File: src/hw/rtl/bfsa_ram.sv
`default_nettype none

module bfsa_ram #(
    parameter int WIDTH = 8,
    parameter int DEPTH = 16
) (
    input  wire logic                     clk,
    input  wire logic                     we,
    input  wire logic [$clog2(DEPTH)-1:0] waddr,
    input  wire logic [WIDTH-1:0]         wdata,
    input  wire logic [$clog2(DEPTH)-1:0] raddr,
    output logic      [WIDTH-1:0]         rdata
);

    logic [WIDTH-1:0] mem [DEPTH];
    logic [WIDTH-1:0] rdata_reg;

    always_ff @(posedge clk) begin
        if (we) begin
            mem[waddr] <= wdata;
        end
        rdata_reg <= mem[raddr];
    end

    assign rdata = rdata_reg;

endmodule

`default_nettype wire

File: config.mk
export PLATFORM = sky130hd
export DESIGN_NAME = bfsa_ram
export DESIGN_NICKNAME = d
export VERILOG_FILES = /design/src/hw/rtl/bfsa_ram.sv
export SDC_FILE = /design/constraint.sdc
export NUM_CORES = 1
export LEC_CHECK = 0
export BUFFER_PORTS_ARGS = -buffer_cell sky130_fd_sc_hd__buf_4
export CORE_MARGIN = 10
export CORE_UTILIZATION = 54
export CTS_CLUSTER_DIAMETER = 60
export DETAILED_ROUTE_END_ITERATION = 6
export GPL_ROUTABILITY_DRIVEN = 0
export PLACE_DENSITY = 0.7
export SLEW_MARGIN = 20
export SYNTH_ARGS = -nofsm -noshare
export SYNTH_HDL_FRONTEND = slang
export SYNTH_SLANG_ARGS = --single-unit
File: constraint.sdc
create_clock -name clk -period 1.5 [get_ports clk]
set_input_delay 0.075 -clock clk [delete_from_list [all_inputs] [get_ports clk]]
set_output_delay 0.075 -clock clk [all_outputs]
set_load 0.05 [all_outputs]
==> results.md <==
- Sink Count: 136
- Final core utilization: 0.686
- Num rows: 35
- Fin crit period: 1410 ps
- Arrival time worst endpoint: 1800 ps
- Outcome: complete, no violations
- Critical path, cell by cell: mux4_2, a22oi_1, nand2_1
- Max FFs per register: 128
- Pin count of the biggest net entering global routing: 17
- Post-synth top area cell: edfxtp_1
- Net count after synthesis: 247
- Peak Freq: 707 MHz
- Top post-synthesis cells by area: edfxtp_1, mux4_2, mux4_1
- Max Buffers Root-to-Sink: 2
- Synthesized flop and latch total: 136
- Port Buffers: 25
- Final Hold Vio Count: 0
- Crit start category: register
- Post-Syn Instances: 229
- H-tree Lvls: 4
- WL per Instance: 22.8 um
- First-pass GRT wire length: 15700 um
- Die ar.: 13800 um2
- Routed vias: 2500
- Worst-Margin Slew: 719 ps
- Required @ worst endpoint: 1890 ps
- Post-route DRC: 0
- Initial drt markers: 218
- Most common cell after layout, fill and taps aside: edfxtp_1
- Worst setup EP type: register
- Area growth syn-to-layout: 23.2%
- Seq/Total Area, Yosys: 0.778
- HPWL Detailed: 6580 um
- Distinct cell type count after synthesis: 19
- Critical path's largest stage delay: 470 ps
- GRT Util Overall: 0.151
- Final Max Tran Viols: 0
- Flop-to-flop setup slack: 90 ps
- Aggregate global routing overflow: 0
- DRT Pass-1 Iters: 5
- Maximum vdd ir drop: 0.750 mV
- Final critical-path share of the clock period: 0.943
- Synth top area share: 0.747
- CTS root buffer: clkbuf_8
- Total core area: 9240 um2
- Final setup vio count: 0
- Slowest cell on the critical path: mux4_2
- Initial antenna violation count: 0
- Die height: 118 um
- # resized after CTS: 0
- Fraction of layout cells with a size suffix above 1: 0.330
- Commonest cells after routing, fill and taps aside: edfxtp_1, buf_4, mux4_2
- Hold Crit Class: input port to register
- Die W: 118 um
- Crit Path Category: register to register
- Worst slew margin: 0.519
- Avg Cell Area, Syn: 22.5 um2
- Number of fill cells: 574
- # diodes: 0
- CTS tree: done
- Leak Pwr: 2.19 nW
- Detail Route Antenna Nets: 0
- Max cap viols: 0
- Design area: 6340 um2
- Total power: 8.70 mW
- Initial Util: 0.557
- Vias in the first global route: 2716
- CTS Buf Count: 17
- Clk_skew: 5.13 ps
- Nets: 320
- Vias per inst: 5.63
- Ys Warns: 0
- I/O pins: 26
- Post-Route WL: 10100 um
- Placed cells: 404
- Post-route insts no fill: 444
- Area post-placement: 5700 um2
- CTS clock-pin slew for the worst setup and hold paths: 60 ps
- Power per Cell Area: 1370 nW/um2
- Clk Latency, worst-skew pair: 510 ps
- RSZ-0062 raised after global routing: no
- Cell Area, Synth: 5150 um2
- Max FO, Critical Path: 1
## cell type report
class,instances,area (um2),share of cell area
Clock buffer,20,435,0.0687
Clock inverter,12,128,0.0201
Multi-Input combinational cell,83,1060,0.168
Tap cell,129,161,0.0255
Timing Repair Buffer,64,551,0.0868
Sequential cell,136,4000,0.631
## through the flow
| stage | hold slack [ps] | setup TNS [ps] | worst slack, ps |
|---|---|---|---|
| finish | 43.8 | 0 | 85.1 |
| global route | 45.6 | 0 | 40.3 |
| CTS | 19.7 | 0 | 105 |
| detailed placement | 389 | -130 | -68.0 |
| global placement | 376 | -144 | -72.4 |
| floorplan | 174 | 0 | 159 |
## synth_stat cells
cell type        number
and2_1                1
a22oi_1              16
nand2b_1              2
and2b_1               1
mux4_2               18
nor2_1               13
nor3_1                4
mux4_1               14
buf_6                 3
buf_4                 1
clkdlybuf4s25_2       3
nand3_1               1
edfxtp_1            128
nor2b_1               1
buf_2                 3
or3b_2                1
nand2_1               9
dfxtp_1               8
nand3b_1              2
## per-layer routing
metal | GRT usage | wire (um)
met5 | 0 | 0
met4 | 0.0510 | 40
met3 | 0.0403 | 667
met2 | 0.237 | 5010
met1 | 0.201 | 4390
## repair_timing
| action | CTS | global route |
|---|---|---|
| hold buffers | 8 | 0 |
| setup buffers | 0 | 0 |
| endpoints found under the hold margin | 128 | 0 |
## where the power goes
group | internal, mW | leakage, nW | switching, mW
clock network | 2.39 | 0.258 | 1.48
logic | 0.234 | 0.706 | 0.315
registers | 4.25 | 1.22 | 0.0262
total | 6.88 | 2.19 | 1.82
## cells by family after synthesis
| family | Yosys count | synth area share |
|---|---|---|
| DFF | 136 | 0.778 |
| AOI/OAI and AO/OA | 16 | 0.0233 |
| muxes | 32 | 0.150 |
| buffers and inverters | 10 | 0.0168 |
| and+or+nand+nor | 35 | 0.0318 |
## worst paths after layout
| check | startpoint | to | cells after the start |
|---|---|---|---|
| hold reg to reg | mem[12][1] | rdata[1] | 3 |
| setup reg to reg | mem[3][4] | rdata[4] | 3 |
| hold / removal | waddr[2] | mem[2][5] | 3 |
| setup / recovery | mem[3][4] | rdata[4] | 3 |
## critical path, delay by kind of cell (launching register included)
family / cells / cell delay (ps)
compound gates: 1 / 360
simple gates: 1 / 100
flops: 1 / 370
mux: 1 / 470
No activity file was read; power rests on OpenSTA's default activity.
